$ cat src/rtl/ncs_pkg.sv
// ----------------------------------------------------------------------------
// ncs_pkg
// shared types and codes of the nand command sequencer
// ----------------------------------------------------------------------------
package ncs_pkg;

  localparam int unsigned PADDR_W = 2;

  // request codes
  localparam logic [2:0] REQ_PROBE    = 3'd0;
  localparam logic [2:0] REQ_IDENTIFY = 3'd1;
  localparam logic [2:0] REQ_ERASE    = 3'd2;
  localparam logic [2:0] REQ_READ     = 3'd3;
  localparam logic [2:0] REQ_PSTART   = 3'd4;
  localparam logic [2:0] REQ_PFINISH  = 3'd5;
  localparam logic [2:0] REQ_STATUS   = 3'd6;

  // job codes passed from front to back
  localparam logic [3:0] OP_PROBE      = 4'd0;
  localparam logic [3:0] OP_IDENTIFY   = 4'd1;
  localparam logic [3:0] OP_ERASE      = 4'd2;
  localparam logic [3:0] OP_READ       = 4'd3;
  localparam logic [3:0] OP_PSTART     = 4'd4;
  localparam logic [3:0] OP_PFINISH    = 4'd5;
  localparam logic [3:0] OP_PROBE_OK   = 4'd6;
  localparam logic [3:0] OP_PROBE_FAIL = 4'd7;
  localparam logic [3:0] OP_WAIT_RPT   = 4'd8;

  // cycle kinds on the result side
  localparam logic [1:0] KIND_CMD    = 2'd0;
  localparam logic [1:0] KIND_ADDR   = 2'd1;
  localparam logic [1:0] KIND_REPORT = 2'd2;

  // status bits
  localparam int unsigned ST_FAIL_BIT   = 0;
  localparam int unsigned ST_READY_BIT  = 6;
  localparam int unsigned ST_UNPROT_BIT = 7;

  localparam logic [7:0] PROBE_LIMIT_RESET = 8'd64;

  typedef struct packed {
    logic [3:0]  op;
    logic [23:0] page;
    logic [15:0] column;
    logic        flag;        // write protect or fail bit for reports
    logic        supported;
    logic [2:0]  size_code;
    logic [6:0]  ppb;
  } job_t;

  typedef struct packed {
    logic [1:0] cycle_kind;
    logic [7:0] bus_byte;
    logic       done_res;
    logic       failed;
    logic       write_protected;
    logic       supported;
    logic [2:0] size_code;
    logic [6:0] pages_per_block;
    logic       last;
  } result_t;

endpackage

$ cat src/rtl/nand_command_sequencer.sv
// ----------------------------------------------------------------------------
// nand_command_sequencer
// turns flash requests and status words into command, address and report words
// ----------------------------------------------------------------------------
// a request's first word reaches the result ports through the job queue slot, written
//   at the push edge, and then the output register, which waits for a free slot or pop
// throughput: one result word per cycle while pop keeps up; a request yields one to
//   seven words, so sustained rate is set by the back end's word count per request
// reset (rst, synchronous): phase idle, retry count 0, retry limit 64, queues empty
module nand_command_sequencer (
  input  logic                        clk,
  input  logic                        rst,
  // request side
  input  logic                        push,
  output logic                        full,
  input  logic [2:0]                  command,
  input  logic [23:0]                 page,
  input  logic [15:0]                 column,
  input  logic [7:0]                  status_byte,
  input  logic [7:0]                  id_maker,
  input  logic [7:0]                  id_device,
  input  logic [7:0]                  id_extra,
  // configuration port
  input  logic                        psel,
  input  logic                        penable,
  input  logic                        pwrite,
  input  logic [ncs_pkg::PADDR_W-1:0] paddr,
  input  logic [31:0]                 pwdata,
  output logic [31:0]                 prdata,
  output logic                        pready,
  // result side
  output logic                        empty,
  input  logic                        pop,
  output logic [1:0]                  cycle_kind,
  output logic [7:0]                  bus_byte,
  output logic                        done_res,
  output logic                        failed,
  output logic                        write_protected,
  output logic                        supported,
  output logic [2:0]                  size_code,
  output logic [6:0]                  pages_per_block,
  output logic                        last
);

  logic             accept;
  logic             job_valid;
  ncs_pkg::job_t    new_job;
  ncs_pkg::job_t    head_job;
  logic             q_not_empty;
  logic             job_done;
  logic             out_valid;
  ncs_pkg::result_t out_res;
  logic [7:0]       probe_retry_limit;

  // config register: retry limit at byte address 0
  assign pready = 1'b1;
  assign prdata = (paddr == '0) ? {24'd0, probe_retry_limit} : 32'd0;

  always_ff @(posedge clk) begin
    if (rst) begin
      probe_retry_limit <= ncs_pkg::PROBE_LIMIT_RESET;
    end else if (psel && penable && pwrite && pready && paddr == '0) begin
      probe_retry_limit <= pwdata[7:0];
    end
  end

  // a word is taken whenever the job queue has room; words that make no job
  // (idle status, unknown codes) only touch the front's state
  assign accept = push && !full;

  ncs_front u_front (
    .clk               (clk),
    .rst               (rst),
    .accept            (accept),
    .command           (command),
    .page              (page),
    .column            (column),
    .status_byte       (status_byte),
    .id_maker          (id_maker),
    .id_device         (id_device),
    .id_extra          (id_extra),
    .probe_retry_limit (probe_retry_limit),
    .job_valid         (job_valid),
    .job               (new_job)
  );

  // short queue decouples decode from bus sequencing
  ncs_job_fifo u_job_fifo (
    .clk       (clk),
    .rst       (rst),
    .wr_en     (accept && job_valid),
    .wr_job    (new_job),
    .rd_en     (job_done),
    .full      (full),
    .not_empty (q_not_empty),
    .rd_job    (head_job)
  );

  // back end emits one word per cycle into the output register while it is empty or popped
  ncs_back u_back (
    .clk       (clk),
    .rst       (rst),
    .job_ready (q_not_empty),
    .job       (head_job),
    .job_done  (job_done),
    .out_valid (out_valid),
    .out_take  (pop),
    .out_res   (out_res)
  );

  assign empty           = !out_valid;
  assign cycle_kind      = out_res.cycle_kind;
  assign bus_byte        = out_res.bus_byte;
  assign done_res        = out_res.done_res;
  assign failed          = out_res.failed;
  assign write_protected = out_res.write_protected;
  assign supported       = out_res.supported;
  assign size_code       = out_res.size_code;
  assign pages_per_block = out_res.pages_per_block;
  assign last            = out_res.last;

endmodule

$ cat src/rtl/ncs_front.sv
// ----------------------------------------------------------------------------
// ncs_front
// decodes requests and status words into jobs, tracks the wait phase
// ----------------------------------------------------------------------------
module ncs_front (
  input  logic               clk,
  input  logic               rst,
  input  logic               accept,
  input  logic [2:0]         command,
  input  logic [23:0]        page,
  input  logic [15:0]        column,
  input  logic [7:0]         status_byte,
  input  logic [7:0]         id_maker,
  input  logic [7:0]         id_device,
  input  logic [7:0]         id_extra,
  input  logic [7:0]         probe_retry_limit,
  output logic               job_valid,
  output ncs_pkg::job_t      job
);

  localparam logic [1:0] PH_IDLE  = 2'd0;
  localparam logic [1:0] PH_PROBE = 2'd1;
  localparam logic [1:0] PH_ERASE = 2'd2;
  localparam logic [1:0] PH_PROG  = 2'd3;

  logic [1:0] phase, phase_next;
  logic [7:0] retries_left, retries_left_next;
  logic [10:0] id_info;

  // id table: {supported, size_code, pages per block}
  function automatic logic [10:0] id_decode(input logic [7:0] maker,
                                            input logic [7:0] dev,
                                            input logic [7:0] extra);
    logic [10:0] r;
    r = '0;
    if (maker == 8'h98) begin
      unique case (dev)
        8'h75:   r = {1'b1, 3'd0, 7'd16};
        8'h76:   r = {1'b1, 3'd1, 7'd16};
        8'h79:   r = {1'b1, 3'd2, 7'd0};
        8'hF1:   r = {1'b1, 3'd2, 7'd64};
        8'hDA:   r = {1'b1, 3'd3, 7'd64};
        default: r = '0;
      endcase
    end else if (maker == 8'hEC || maker == 8'hAD || maker == 8'h20) begin
      unique case (dev)
        8'h75:   r = {1'b1, 3'd0, 7'd16};
        8'h76:   r = {1'b1, 3'd1, 7'd16};
        8'h79:   r = {1'b1, 3'd2, 7'd16};
        8'hF1:   r = {1'b1, 3'd2, 7'd64};
        8'h71:   r = {1'b1, 3'd3, 7'd16};
        8'hDA:   r = {1'b1, 3'd3, 7'd64};
        8'hDC:   r = {1'b1, 3'd4, (extra == 8'h15) ? 7'd64 : 7'd16};
        8'hD3:   r = {1'b1, 3'd5, 7'd64};
        8'hD5:   r = {1'b1, 3'd6, 7'd64};
        default: r = '0;
      endcase
    end
    return r;
  endfunction

  assign id_info = id_decode(id_maker, id_device, id_extra);

  always_comb begin
    phase_next        = phase;
    retries_left_next = retries_left;
    job_valid         = 1'b0;
    job.op            = ncs_pkg::OP_PROBE;
    job.page          = page;
    job.column        = column;
    job.flag          = 1'b0;
    job.supported     = id_info[10];
    job.size_code     = id_info[9:7];
    job.ppb           = id_info[6:0];
    unique case (command)
      ncs_pkg::REQ_PROBE: begin
        job_valid         = 1'b1;
        job.op            = ncs_pkg::OP_PROBE;
        phase_next        = PH_PROBE;
        retries_left_next = probe_retry_limit;
      end
      ncs_pkg::REQ_IDENTIFY: begin
        job_valid = 1'b1;
        job.op    = ncs_pkg::OP_IDENTIFY;
      end
      ncs_pkg::REQ_ERASE: begin
        job_valid  = 1'b1;
        job.op     = ncs_pkg::OP_ERASE;
        phase_next = PH_ERASE;
      end
      ncs_pkg::REQ_READ: begin
        job_valid  = 1'b1;
        job.op     = ncs_pkg::OP_READ;
        phase_next = PH_IDLE;
      end
      ncs_pkg::REQ_PSTART: begin
        job_valid  = 1'b1;
        job.op     = ncs_pkg::OP_PSTART;
        phase_next = PH_IDLE;
      end
      ncs_pkg::REQ_PFINISH: begin
        job_valid  = 1'b1;
        job.op     = ncs_pkg::OP_PFINISH;
        phase_next = PH_PROG;
      end
      ncs_pkg::REQ_STATUS: begin
        if (phase == PH_PROBE) begin
          job_valid = 1'b1;
          if (status_byte[ncs_pkg::ST_READY_BIT] && !status_byte[ncs_pkg::ST_FAIL_BIT]) begin
            job.op     = ncs_pkg::OP_PROBE_OK;
            job.flag   = ~status_byte[ncs_pkg::ST_UNPROT_BIT];
            phase_next = PH_IDLE;
          end else if (retries_left == 8'd0) begin
            job.op     = ncs_pkg::OP_PROBE_FAIL;
            phase_next = PH_IDLE;
          end else begin
            job.op            = ncs_pkg::OP_PROBE;
            retries_left_next = retries_left - 8'd1;
          end
        end else if (phase == PH_ERASE || phase == PH_PROG) begin
          if (status_byte[ncs_pkg::ST_READY_BIT]) begin
            job_valid  = 1'b1;
            job.op     = ncs_pkg::OP_WAIT_RPT;
            job.flag   = status_byte[ncs_pkg::ST_FAIL_BIT];
            phase_next = PH_IDLE;
          end
        end
      end
      default: begin
        job_valid = 1'b0;
      end
    endcase
  end

  always_ff @(posedge clk) begin
    if (rst) begin
      phase        <= PH_IDLE;
      retries_left <= 8'd0;
    end else if (accept) begin
      phase        <= phase_next;
      retries_left <= retries_left_next;
    end
  end

endmodule

$ cat src/rtl/ncs_job_fifo.sv
// ----------------------------------------------------------------------------
// ncs_job_fifo
// two-entry job queue between front and back
// ----------------------------------------------------------------------------
module ncs_job_fifo (
  input  logic          clk,
  input  logic          rst,
  input  logic          wr_en,
  input  ncs_pkg::job_t wr_job,
  input  logic          rd_en,
  output logic          full,
  output logic          not_empty,
  output ncs_pkg::job_t rd_job
);

  ncs_pkg::job_t slots [2];
  logic          wr_ptr, rd_ptr;
  logic [1:0]    count;

  assign full      = (count == 2'd2);
  assign not_empty = (count != 2'd0);
  assign rd_job    = slots[rd_ptr];

  always_ff @(posedge clk) begin
    if (wr_en) begin
      slots[wr_ptr] <= wr_job;
    end
  end

  always_ff @(posedge clk) begin
    if (rst) begin
      wr_ptr <= 1'b0;
      rd_ptr <= 1'b0;
      count  <= 2'd0;
    end else begin
      if (wr_en) begin
        wr_ptr <= ~wr_ptr;
      end
      if (rd_en) begin
        rd_ptr <= ~rd_ptr;
      end
      unique case ({wr_en, rd_en})
        2'b10:   count <= count + 2'd1;
        2'b01:   count <= count - 2'd1;
        default: count <= count;
      endcase
    end
  end

endmodule

$ cat src/rtl/ncs_back.sv
// ----------------------------------------------------------------------------
// ncs_back
// steps through a job, one bus word per cycle while the output register is free or popped
// ----------------------------------------------------------------------------
module ncs_back (
  input  logic             clk,
  input  logic             rst,
  input  logic             job_ready,
  input  ncs_pkg::job_t    job,
  output logic             job_done,
  output logic             out_valid,
  input  logic             out_take,
  output ncs_pkg::result_t out_res
);

  logic [2:0]       step;
  logic             advance;
  ncs_pkg::result_t res;

  function automatic ncs_pkg::result_t cmd_word(input logic [7:0] b);
    ncs_pkg::result_t r;
    r            = '0;
    r.cycle_kind = ncs_pkg::KIND_CMD;
    r.bus_byte   = b;
    return r;
  endfunction

  function automatic ncs_pkg::result_t addr_word(input logic [7:0] b);
    ncs_pkg::result_t r;
    r            = '0;
    r.cycle_kind = ncs_pkg::KIND_ADDR;
    r.bus_byte   = b;
    return r;
  endfunction

  function automatic ncs_pkg::result_t report_word(input logic fail, input logic wp);
    ncs_pkg::result_t r;
    r                 = '0;
    r.cycle_kind      = ncs_pkg::KIND_REPORT;
    r.done_res        = 1'b1;
    r.failed          = fail;
    r.write_protected = wp;
    return r;
  endfunction

  // address bytes for the five-byte column+row form
  function automatic logic [7:0] cr_byte(input ncs_pkg::job_t j, input logic [2:0] s);
    logic [7:0] b;
    unique case (s)
      3'd1:    b = j.column[7:0];
      3'd2:    b = j.column[15:8];
      3'd3:    b = j.page[7:0];
      3'd4:    b = j.page[15:8];
      default: b = j.page[23:16];
    endcase
    return b;
  endfunction

  always_comb begin
    res = '0;
    unique case (job.op)
      ncs_pkg::OP_PROBE: begin
        res      = (step == 3'd0) ? cmd_word(8'hFF) : cmd_word(8'h70);
        res.last = (step == 3'd1);
      end
      ncs_pkg::OP_IDENTIFY: begin
        res                 = report_word(~job.supported, 1'b0);
        res.supported       = job.supported;
        res.size_code       = job.size_code;
        res.pages_per_block = job.ppb;
        res.last            = 1'b1;
      end
      ncs_pkg::OP_ERASE: begin
        unique case (step)
          3'd0:    res = cmd_word(8'h60);
          3'd1:    res = addr_word(job.page[7:0]);
          3'd2:    res = addr_word(job.page[15:8]);
          3'd3:    res = addr_word(job.page[23:16]);
          3'd4:    res = cmd_word(8'hD0);
          default: res = cmd_word(8'h70);
        endcase
        res.last = (step == 3'd5);
      end
      ncs_pkg::OP_READ: begin
        if (step == 3'd0) begin
          res = cmd_word(8'h00);
        end else if (step == 3'd6) begin
          res = cmd_word(8'h30);
        end else begin
          res = addr_word(cr_byte(job, step));
        end
        res.last = (step == 3'd6);
      end
      ncs_pkg::OP_PSTART: begin
        res      = (step == 3'd0) ? cmd_word(8'h80) : addr_word(cr_byte(job, step));
        res.last = (step == 3'd5);
      end
      ncs_pkg::OP_PFINISH: begin
        res      = (step == 3'd0) ? cmd_word(8'h10) : cmd_word(8'h70);
        res.last = (step == 3'd1);
      end
      ncs_pkg::OP_PROBE_OK: begin
        res      = (step == 3'd0) ? cmd_word(8'h90) : report_word(1'b0, job.flag);
        res.last = (step == 3'd1);
      end
      ncs_pkg::OP_PROBE_FAIL: begin
        res      = (step == 3'd0) ? cmd_word(8'hFF) : report_word(1'b1, 1'b0);
        res.last = (step == 3'd1);
      end
      ncs_pkg::OP_WAIT_RPT: begin
        res      = report_word(job.flag, 1'b0);
        res.last = 1'b1;
      end
      default: begin
        res      = '0;
        res.last = 1'b1;
      end
    endcase
  end

  assign advance  = job_ready && (!out_valid || out_take);
  assign job_done = advance && res.last;

  always_ff @(posedge clk) begin
    if (advance) begin
      out_res <= res;
    end
  end

  always_ff @(posedge clk) begin
    if (rst) begin
      out_valid <= 1'b0;
      step      <= 3'd0;
    end else begin
      if (advance) begin
        out_valid <= 1'b1;
        step      <= res.last ? 3'd0 : step + 3'd1;
      end else if (out_take) begin
        out_valid <= 1'b0;
      end
    end
  end

endmodule
$ cat config.mk
export PLATFORM = sky130hd
export DESIGN_NAME = nand_command_sequencer
export DESIGN_NICKNAME = d
export VERILOG_FILES = /design/src/rtl/ncs_pkg.sv /design/src/rtl/nand_command_sequencer.sv /design/src/rtl/ncs_front.sv /design/src/rtl/ncs_job_fifo.sv /design/src/rtl/ncs_back.sv
export SDC_FILE = /design/constraint.sdc
export NUM_CORES = 1
export LEC_CHECK = 0
export ABC_AREA = 1
export BUFFER_PORTS_ARGS = -buffer_cell sky130_fd_sc_hd__clkbuf_2
export CORE_ASPECT_RATIO = 0.6
export CORE_MARGIN = 2
export CORE_UTILIZATION = 45
export DETAILED_ROUTE_END_ITERATION = 12
export PLACE_DENSITY = 0.8
export RECOVER_POWER = 50
export SYNTH_ARGS = -nofsm -noshare
export SYNTH_HDL_FRONTEND = slang
export SYNTH_SLANG_ARGS = --single-unit
export TNS_END_PERCENT = 30
$ cat constraint.sdc
create_clock -name clk -period 5.32 [get_ports clk]
set_clock_uncertainty 0.1 [all_clocks]
set_input_delay 0.532 -clock clk [delete_from_list [all_inputs] [get_ports clk]]
set_output_delay 0.532 -clock clk [all_outputs]
set_load 0.02 [all_outputs]
Yosys cells after proc, flatten, opt, wreduce, memory -nomap -nowiden
Memories as Yosys holds them, arrays and structs flattened. A register that Yosys moved wholly into a read port is not among the register bits.
Cells that the tools add are included.
W data, S select, Z words.
- flip-flop bits (word level): 51
- RAM bits: 112
- input bits: 116
- memories kept: 1
- $add $sub $neg: 4
- equal/unequal tests: 46
- mux-type cells: 49
- bitwise operators: 4
- reduce and logical (&&, ||, !) cells: 29
- memories (name ; words ; bits a word ; rd ports ; clocked after Yosys merged registers in ; write ports ; line ; text):
    u_job_fifo.slots ; 2 ; 56 ; 1 ; 1 ; 1 ; ncs_job_fifo.sv:16 ; ncs_pkg::job_t slots [2];
- operators with widths (kind ; number):
    $pmux W25 S9 ; 1
    $pmux W24 S5 ; 1
    $pmux W11 S9 ; 1
    $mux W25 ; 3
    $eq A8 B8 Y1 const B ; 8
    $pmux W11 S5 ; 1
    $mux W24 ; 2
    $eq A8 B7 Y1 const B ; 4
    $mux W8 ; 4
    $pmux W8 S4 ; 1
    $pmux W4 S6 ; 1
    $mux W23 ; 1
    $mux W11 ; 2
    $mux W22 ; 1
    $eq A3 B3 Y1 const B ; 6
    $eq A4 B3 Y1 const B ; 4
    $mux W4 ; 4
    $pmux W8 S2 ; 1
    $mux W1 ; 14
    $eq A3 B2 Y1 const B ; 4
    $mux W2 ; 5
    $pmux W2 S5 ; 1
    $reduce_and A5 Y1 ; 2
    $eq A2 B2 Y1 const B ; 4
    32 further kinds ; 56

Longest topological paths before layout
Gate-level depths: netlist (run 1).
- depth in word-level cells: 8
- gate-level depth with buffers: 18

By module
Synthesis (run 1) repeated with hierarchy kept, for this count alone.
- cell total of the unflattened synthesis: 897
- area, all modules: 8745.9 um^2
- by module, submodules not included (module ; instances ; cells an instance ; area an instance (um^2) ; sequential area each (um^2)):
    ncs_job_fifo ; 1 ; 207 ; 4430.5 ; 3463.3
    ncs_back ; 1 ; 295 ; 2047.0 ; 800.8
    ncs_front ; 1 ; 292 ; 1592.8 ; 200.2
    nand_command_sequencer ; 1 ; 103 ; 675.6 ; 160.2

Least setup slack after synthesis (run 1)
OpenSTA, ideal clock, no wires.
- path type: in2reg
- from: input port command[2]
- to: memory u_job_fifo.slots[0][10] (netlist bit), enable pin
- setup time: 0.460 ns
- arrival time: 3.445 ns
- path slack: 1.316 ns
- cell stages on the path: 6
- path buffers: 0
- path through: nand2_1 > nor2_4 > inv_2 > or2_1 > a21o_4 > nor2_1
- word-level cells in the longest chain between the ends: 6
- RTL lines (item ; line ; text):
    start, declared ; nand_command_sequencer.sv:16 ; input logic [2:0] command,
    $eq A3 B1 Y1, or another cell as far along ; ncs_front.sv:75 ; unique case (command)
    $reduce_or A6 Y1 (no source line) ; - ;
    $pmux W1 S2 * ; ncs_front.sv:75 ;
    $logic_and A1 B1 Y1 * ; nand_command_sequencer.sv:91 ; .wr_en (accept && job_valid),
    $mux W1 * ; ncs_job_fifo.sv:25 ; if (wr_en) begin
    $mux W1 (implied by the code) * ; ncs_job_fifo.sv:26 ; slots[wr_ptr] <= wr_job;
    end, declared ; ncs_job_fifo.sv:16 ;
Every way passes the cells marked *; elsewhere a longest branch is shown, timed or not.

Worst setup path in the final report (run 1)
- from: input port command[2]
- to: memory u_job_fifo.slots[1][48] (netlist bit), enable pin
The elaborated chain is that of the path after synthesis.

==> out/metrics.cfg, run 1 <==
[timing]
worst_slew_pin_slew_ns=1.568
period_minus_slack_ns=3.462
timing.slew.headroom_pct=-4.560
fmax_mhz=288.9
grt_setup_unrepaired=no
finalCritPeriodShare_pct=65.07
worst_slack_ns=1.858
hold_viol_final=0
finalSetupViolations=0
report.final.slew_viol_count=28
tns_ns=0
holdWs_ns=0.1939

[pwr]
peakVddDrop_mv=0.2345
power_leakage_nw=3.579
p_per_area_mw_per_mm2=474.9
finalPower_mw=4.065

[clock_network]
htree_levels=4
clock-sinks=148
cts.path.max_buffers=2
cts_hold_buffers=0
cts.clk_slew.worst_paths_ns=0.06
clk_latency_ns=0.43
tritoncts=built
clockRootBuffer=clkbuf_16
cts_buffers=17
cts_resized=0
cts_setup_buffers=0

[yosys]
synth_area_per_cell_um2=9.152
synth-seq-cells=148
synth_area_mm2=0.007395
synth_edf_count=121
synth_top_area_share_pct=49.14
synth_ff_type=edfxtp_1
synth_area_leaders=edfxtp_1, nand2_1, dfxtp_1
yosys_warnings=0
synth_seq_area_share_pct=56.45
syn_inst=808
synth_cell_types=42
synth_top_cell_by_area=edfxtp_1
synth_common_cells=nand2_1, edfxtp_1, nor2_1, inv_1, o21ai_0
yosysMostFrequentCell=nand2_1
synthArstFlopShare_pct=0

[min_path]
holdPathStages=1
hold_end=u_job_fifo.slots[1][20]$_DFFE_PP_
min-delay-start=column[8]
hold_path_class=primary input to register

[finish]
fin_nets=1054
multi_input_area_mm2=0.002650
layout-drive-gt1-share_pct=14.33
insertedDiodeCount=0
regArea_mm2=0.004175
syn_to_final_growth_pct=15.75
final_util_pct=52.93
fill_cells=1479
design_area_mm2=0.008559
final_cell_count_no_fill=1151

[worst_setup_path]
regToRegSetupSlack_ns=2.31
path_buf_inv=3
slowest_stage=nor2_4
endpoint_kind=register
r2r_cells=11
path_class=primary input to register
r2r_end=u_job_fifo.count[1]$_SDFFE_PP0P_
cp_data_arrival_time_ns=3.48
path_max_fanout=35
critPathMaxStageDelay_ns=0.80
critical_path.top_delay_family=simple AND/OR/NAND/NOR gates
start_kind=primary input
cp_cell_sequence=clkbuf_1 > nand2_1 > nor2_1 > inv_1 > or2_1 > a21o_4 > nor2_4 > buf_4
cp.required_ns=5.34
r2r_start=u_job_fifo.count[0]$_SDFFE_PP0P_

[floorplan]
num_rows=36
dieArea_mm2=0.01751
fp.dieW_um=169.5
ioPinCount=176
fp.coreArea_mm2=0.01617
start_util_pct=45.73
fp.dieH_um=103.3

[place]
dp_slack_ns=1.997
dp.cells=1119
dpl.hpwl_mm=11.84
placed_area_mm2=0.008056
place.gp.congestion=0.9357
port_buffers=116

[grt]
antenna_found_initial=1
grt_overflow_total=0
grt_max_degree=54
grt_pass1_wl_mm=26.04
track_usage_pct=19.62
grt_pass1_vias=5154

[route]
wl_met3_mm=1.730
wl_per_cell_um=14.47
drc=0
vias=5852
drt_pass1_iterations=6
met1_length_mm=8.100
drtAntennaViolNets=0
wl_met2_mm=6.604
routed.top_layer=met5
drt_iter0_markers=647
finalWirelength_mm=16.66
vias_per_cell=5.084

[run_status]
violations=max-capacitance violations, max-slew violations
status=complete, but fails checks

[run]
cap_violations=1

-- cell usage in the layout (no fill, tap or decap), types with 6 or more instances in the layout --
master	n
nand2_1	211
o21ai_1	6
dfxtp_1	26
nand3_1	22
nand2_2	16
clkbuf_1	59
clkbuf_2	60
nor2_4	6
o22ai_1	6
nor2_1	86
o21ai_0	55
nor3_1	12
clkbuf_16	21
inv_1	80
a21oi_1	39
edfxtp_1	121
inv_2	6
o211ai_1	9
nand4_1	13
ha_1	9
conb_1	30
-- how the worst max path moves through the flow --
stage                           from                           endpoint  cells after the start
after floorplan           command[2]  u_job_fifo.slots[0][10]$_DFFE_PP_                      6
after global placement    command[2]  u_job_fifo.slots[1][45]$_DFFE_PP_                      8
after detailed placement  command[1]  u_job_fifo.slots[1][44]$_DFFE_PP_                      8
after CTS                 command[1]  u_job_fifo.slots[1][48]$_DFFE_PP_                      8
after global routing      command[2]   u_job_fifo.slots[1][7]$_DFFE_PP_                      8
final                     command[2]  u_job_fifo.slots[1][48]$_DFFE_PP_                      8
-- flip-flops by register name, summed over array words and instances, names as in the netlist, named ones only --
name / count
u_front.phase: 2
u_job_fifo.wr_ptr: 1
u_back.step: 3
probe_retry_limit: 8
u_job_fifo.count: 2
u_back.out_res: 19
u_back.out_valid: 1
u_job_fifo.slots: 102
u_job_fifo.rd_ptr: 1
u_front.retries_left: 8
-- cell families (layout without fill, tap and decap cells) --
group / Yosys count / count (layout) / share of synthesized area (%)
DFF: 148 / 148 / 56.45
AOI/OAI and AO/OA: 126 / 126 / 9.526
other: 2 / 30 / 0.1016
xor gates and xnor gates: 3 / 3 / 0.3554
and+or+nand+nor: 382 / 382 / 22.59
muxes: 3 / 3 / 0.4061
buffers and inverters: 135 / 241 / 9.053
adders and majority gates: 9 / 9 / 1.523
-- per-layer routing --
metal,up-vias,global-route usage (%)
met2,284,27.32
li1,2892,-
met1,2652,29.11
met3,22,6.164
met5,-,0
met4,2,6.114
-- power by group --
group | internal, mW | leakage (nW) | switching, mW
clock | 0.717 | 0.306 | 0.470
sequential | 1.51 | 1.36 | 0.0679
combinational | 0.329 | 1.91 | 0.971
-- area by class of cell --
type | count | share of cell area, %
sequential | 148 | 48.78
multi-input combinational | 553 | 30.96
clock buffer | 24 | 6.315
timing repair buffer | 121 | 6.315
inverter | 88 | 3.932
tap | 209 | 3.055
clock inverter | 8 | 0.6432
(Power assumes the default switching activity.)
==> inputs of run 2 (changes only) <==
- clock period: 5.32 -> 3.2 ns (I/O delays scaled with it)
==> run 2 against run 1 <==
Against the previous run:
- the flow still finishes with violations (max-capacitance violations, max-slew violations)
- sequential power is 66% higher
- wire length increased by 3.8%
- final cell count is 3.1% higher
- combinational power grew 72%
- global-route usage grew 0.49 points
- clock-buffer cell count down 6
- critical endpoint is now u_job_fifo.count[1]$_SDFFE_PP0P_
- largest power group unchanged
- highest routed layer is now met4
==> out/metrics.cfg, run 2 (synthesis results as in run 1) <==
[pwr]
power_leakage_nw=3.721  ; +4.0%
finalPower_mw=6.843  ; +68%
seqPwrFrac_pct=38.5  ; -0.3 points
clockPowerShare_pct=28.9  ; -0.3 points
internal_power_mw=4.263  ; +67%
peakVddDrop_mv=0.4082  ; +74%
combPwrFrac_pct=32.6  ; +0.6 points
p_per_area_mw_per_mm2=766.2  ; +61%
p_sw_share_pct=37.70  ; +0.57 points
switchingPower_mw=2.580  ; +71%

[worst_setup_path]
slowest_stage=nor2_1
regToRegSetupSlack_ns=0.76  ; -1.55 ns
cp_data_arrival_time_ns=2.87  ; -0.61 ns
critPathMaxStageDelay_ns=0.62  ; -0.18 ns
cp_cell_sequence=clkbuf_2 > nand2_1 > nor2_1 > inv_1 > or2_1 > a21o_4 > ha_1 > inv_1 > nand2_1 > nor2_1 > o21ai_0 > a21oi_1
path_class=primary input to register
path_max_fanout=14  ; -60%
start_kind=primary input
cp.required_ns=3.46  ; -1.88 ns
endpoint_kind=register

[timing]
period_minus_slack_ns=2.610
hold_viol_final=0  ; unchanged
finalCritPeriodShare_pct=81.57
holdWs_ns=0.01150  ; -0.1824 ns
worst_slew_pin_slew_ns=1.546  ; -0.02271 ns
worst_slack_ns=0.5897  ; -1.269 ns
timing.slew.headroom_pct=-3.047  ; +1.5 points
report.final.slew_viol_count=27  ; -3.6%
grt_setup_unrepaired=no
tns_ns=0  ; unchanged
finalSetupViolations=0  ; unchanged
fmax_mhz=383.1

[finish]
fin_nets=1089  ; +3.3%
design_area_mm2=0.008931  ; +4.3%
layout_common_cells=nand2_1, edfxtp_1, nor2_1, inv_1, clkbuf_2
regMostFlops=u_job_fifo.slots
layout-drive-gt1-share_pct=14.23  ; -0.10 points
final_util_pct=55.23  ; +2.3 points
syn_to_final_growth_pct=20.78
top_regs=u_job_fifo.slots: 102 flops, u_back.out_res: 19 flops
largest_register_ffs=102  ; unchanged
final_cell_count_no_fill=1187  ; +3.1%
final_common_cell=nand2_1

[place]
placed_area_mm2=0.008089  ; +0.40%
place.gp.congestion=0.9286  ; -0.76%
dpl.hpwl_mm=11.98  ; +1.2%
port_buffers=116  ; unchanged
dp_slack_ns=0.7338  ; -1.263 ns
dp.cells=1120  ; +0.089%

[floorplan]
fp.dieW_um=169.5  ; unchanged
fp.dieH_um=103.3  ; unchanged
start_util_pct=45.73  ; unchanged
ioPinCount=176  ; unchanged
dieArea_mm2=0.01751  ; unchanged
num_rows=36  ; unchanged
fp.coreArea_mm2=0.01617  ; unchanged

[grt]
grt_overflow_total=0  ; unchanged
track_usage_pct=20.11  ; +0.49 points
antenna_found_initial=1  ; unchanged
grt_pass1_wl_mm=26.74  ; +2.7%
grt_max_degree=53  ; -1.9%
grt_pass1_vias=5275  ; +2.3%

[route]
wl_per_cell_um=14.57  ; +0.68%
drc=0  ; unchanged
drt_pass1_iterations=5  ; -1
vias=5945  ; +1.6%
drt_iter0_markers=599  ; -7.4%
vias_per_cell=5.008  ; -1.5%
finalWirelength_mm=17.29  ; +3.8%
drtAntennaViolNets=0  ; unchanged

[clock_network]
clock-sinks=148  ; unchanged
tritoncts=built
clockRootBuffer=clkbuf_16
cts_buffers=17  ; unchanged
cts.path.max_buffers=2  ; unchanged
htree_levels=4  ; unchanged
cts.clk_slew.worst_paths_ns=0.07  ; about the same
clk_latency_ns=0.43  ; about the same

[run]
cap_violations=1  ; unchanged

[min_path]
hold_path_class=primary input to register

[run_status]
violations=max-capacitance violations, max-slew violations
status=complete, but fails checks

run 2: layer usage:
metal  global-route usage [%]  part of all wire [%]  routed length [um]  up-vias
met2                    28.32                    41                7016      277
met4                    6.509                  0.92                 159        0
met1                    30.05                    49                8417     2695
met3                    5.479                   9.8                1699       14
li1                         -                     -                   -     2959
met5                        0                     0                   0        -
run 2: cell type report:
class | count | area (um^2)
diodes | 1 | 2.502
clock buffers | 18 | 429.2
clock inverters | 14 | 153.9
fillers | 1447 | 7239
inverters | 88 | 337.8
multi-input cells | 553 | 2653
flip-flops and latches | 148 | 4175
well taps | 209 | 261.5
repair buffers | 156 | 918.4
run 2: final timing paths:
kind | start | endpoint | cells past startpoint
max reg2reg | u_job_fifo.count[0]$_SDFFE_PP0P_ | u_back.step[1]$_SDFFE_PP0P_ | 5
min reg2reg | u_job_fifo.count[1]$_SDFFE_PP0P_ | u_job_fifo.count[1]$_SDFFE_PP0P_ | 1
max | command[2] | u_job_fifo.count[1]$_SDFFE_PP0P_ | 12
min | rst | u_front.phase[1]$_SDFFE_PP0P_ | 2
run 2: power groups by stage:
stage                     clock network [mW]  registers (mW)  logic [mW]
after floorplan                            0            2.80        1.44
after CTS                               2.00            2.63        2.25
after global routing                    2.08            2.67        2.45
after global placement                     0            2.65        2.14
after detailed placement                   0            2.67        2.20
final                                   1.98            2.63        2.23
run 2: critical path: cells and delay by family:
kind,cells,cell delay [ns]
simple gates,5,1.22
buf+inv,3,0.56
compound gates,3,0.48
fa+ha+maj,1,0.27
run 2: timing repair:
item | 4_1_cts | 5_1_grt
hold buffers | 34 | 0
setup buffers | 0 | 0
resized for setup | 0 | 0
endpoints found under the hold margin | 67 | 0
==> inputs of run 3 (changes only) <==
- PLACE_DENSITY: 0.8 -> 0.82
- clock period: 3.2 -> 2.1 ns (I/O delays scaled with it)
==> run 3 against run 2 <==
Against the previous run:
- the run ends with negative setup slack left
- combinational power increased by 90%
- core utilization up 4.3 points
- wire length grew 3.7%
- sequential share of layout area fell by 3.3 points
- setup slack worse by 0.60 ns
- power increased by 65%
- global-route usage is 0.53 points higher
- via count up 4.2%
- sequential power grew 53%
- clock power grew 52%
- clock-buffer cell count is 6 higher
- critical endpoint unchanged
- largest power group is now combinational logic
==> out/metrics.cfg, run 3 (synthesis results as in run 1) <==
[timing]
timing.slew.headroom_pct=60.10  ; +63 points
hold_viol_final=0  ; unchanged
report.final.slew_viol_count=0  ; -100%
grt_setup_unrepaired=yes
finalSetupViolations=1  ; +1
fmax_mhz=474.7
holdWs_ns=0.02251  ; +0.01101 ns
worst_slack_ns=-0.006407  ; -0.5961 ns
period_minus_slack_ns=2.106
worst_slew_pin_slew_ns=0.5978  ; -0.9479 ns
finalCritPeriodShare_pct=100.3

[worst_setup_path]
cp_data_arrival_time_ns=2.32  ; -0.55 ns
cp.required_ns=2.31  ; -1.15 ns
timing.critical_path.mode_cell=nand2_2
endpoint_kind=register
critPathMaxStageDelay_ns=0.42  ; -0.20 ns
start_kind=register
path_class=register to register
slowest_stage=dfxtp_4
path_max_fanout=6  ; -8
cp_cell_sequence=clkinv_8 > buf_12 > nand2_4 > nand2_4 > nor2_4 > nand2_2 > nand2_1 > nand2_1 > nand3_2 > nand2_2 > inv_2 > ha_4 > inv_2 > nand2_2 > nor2_4 > buf_4 > a21oi_2

[finish]
multi_input_area_mm2=0.002815  ; +6.1%
top_regs=u_job_fifo.slots: 102 flops, u_back.out_res: 19 flops
layout-drive-gt1-share_pct=19.63  ; +5.4 points
layout_common_cells=nand2_1, edfxtp_1, nor2_1, inv_1, clkbuf_1
final_common_cell=nand2_1
design_area_mm2=0.009625  ; +7.8%
fin_nets=1141  ; +4.8%
final_util_pct=59.52  ; +4.3 points
insertedDiodeCount=0  ; -1
regArea_mm2=0.004180  ; +0.12%
fill_cells=1363  ; -5.8%
syn_to_final_growth_pct=30.17
largest_register_ffs=102  ; unchanged
regMostFlops=u_job_fifo.slots

[place]
dp_slack_ns=-0.1051  ; -0.8389 ns
place.gp.congestion=0.9401  ; +1.2%
dpl.hpwl_mm=12.28  ; +2.5%
placed_area_mm2=0.008366  ; +3.4%
port_buffers=116  ; unchanged

[clock_network]
cts_buffers=17  ; unchanged
tritoncts=built
clk_latency_ns=0.42  ; about the same
cts.clk_slew.worst_paths_ns=0.06  ; about the same
clockRootBuffer=clkbuf_16
cts.path.max_buffers=2  ; unchanged
clock-sinks=148  ; unchanged
htree_levels=4  ; unchanged

[floorplan]
num_rows=36  ; unchanged
ioPinCount=176  ; unchanged
fp.dieW_um=169.5  ; unchanged
start_util_pct=45.73  ; unchanged
fp.dieH_um=103.3  ; unchanged
fp.coreArea_mm2=0.01617  ; unchanged
dieArea_mm2=0.01751  ; unchanged

[grt]
grt_pass1_vias=5613  ; +6.4%
antenna_found_initial=0  ; -1
met1_usage_pct=29.98  ; -0.069 points
grt_pass1_wl_mm=27.67  ; +3.5%
grt_use_met3_pct=5.936  ; +0.46 points
top_usage_layer=met2
grt_overflow_total=0  ; unchanged
track_usage_pct=20.64  ; +0.53 points
globalRouteMet2Util_pct=30.46  ; +2.1 points
grt_max_degree=32  ; -40%

[route]
drt_pass1_iterations=6  ; +1
drt_iter0_markers=564  ; -5.8%
drtAntennaViolNets=0  ; unchanged
vias=6197  ; +4.2%
drc=0  ; unchanged
wl_per_cell_um=14.49  ; -0.57%
vias_per_cell=5.006  ; about the same
finalWirelength_mm=17.93  ; +3.7%

[pwr]
p_per_area_mw_per_mm2=1170  ; +53%
power_leakage_nw=4.031  ; +8.3%
finalPower_mw=11.26  ; +65%
peakVddDrop_mv=0.6371  ; +56%

[run_status]
status=complete, but fails checks
violations=negative setup slack

[min_path]
hold_path_class=primary input to register

[run]
cap_violations=0  ; -1

==> run 3: cell count changes in the layout (fill, tap and decap cells not counted), sizes merged <==
cell         change
buf             +38
bufinv           -2
clkbuf           +5
clkinv           -2
clkinvlp         -2
diode            -1
dlygate4sd3     +15
==> run 3: path summary, 6_finish.rpt <==
| kind | startpoint | end | slack, ns | depth (start not counted) |
|---|---|---|---|---|
| hold / removal | pop | u_back.out_valid$_SDFFE_PP0P_ | 0.02 | 4 |
| hold reg to reg | probe_retry_limit[5]$_SDFFE_PP0P_ | probe_retry_limit[5]$_SDFFE_PP0P_ | 0.38 | 2 |
| setup / recovery | register | u_job_fifo.count[1]$_SDFFE_PP0P_ | -0.006 | 17 |
| setup reg to reg | register | u_job_fifo.count[1]$_SDFFE_PP0P_ | -0.006 | 17 |
==> run 3: report_power, final <==
part	leakage (nW)	internal (mW)	switching, mW
Sequential	1.36	3.82	0.208
Clock	0.302	1.81	1.19
Combinational	2.37	1.46	2.77
Total	4.03	7.09	4.16
==> run 3: what timing repair did <==
action / 4_1_cts / 5_1_grt
endpoints found under the hold margin: 92 / 0
endpoints found under the setup margin: 1 / 10
pin swaps: 5 / 23
hold buffers: 49 / 0
gates resized for setup: 16 / 44
setup buffers: 7 / 3
==> run 3: final cells by class <==
cell class / count / share of cell area, %
Clock buffer: 24 / 5.602
Inverter: 88 / 3.588
Sequential cell: 148 / 43.43
Timing Repair Buffer: 208 / 14.82
Tap cell: 209 / 2.717
Clock inverter: 8 / 0.5979
Multi-Input combinational cell: 553 / 29.25
==> run 3: metrics by stage <==
stage	std cells	TNS, ns
floorplan	836	-16.24
global placement	1148	-0.06319
detailed placement	1148	-0.1051
CTS	1236	0
global route	1238	-3.362
finish	1238	-0.006407
==> run 3: critical path: cells and delay by family (launching register included) <==
kind,cells,cell delay [ns]
simple gates,10,0.76
fa+ha+maj,1,0.19
buf+inv,5,0.49
flops,1,0.42
compound gates,1,0.04
==> run 3: layer usage <==
| metal | up-vias | share of wire (%) |
|---|---|---|
| li1 | 3062 | - |
| met1 | 2817 | 47 |
| met2 | 300 | 42 |
| met3 | 18 | 10 |
| met4 | 0 | 1.0 |
| met5 | - | 0 |
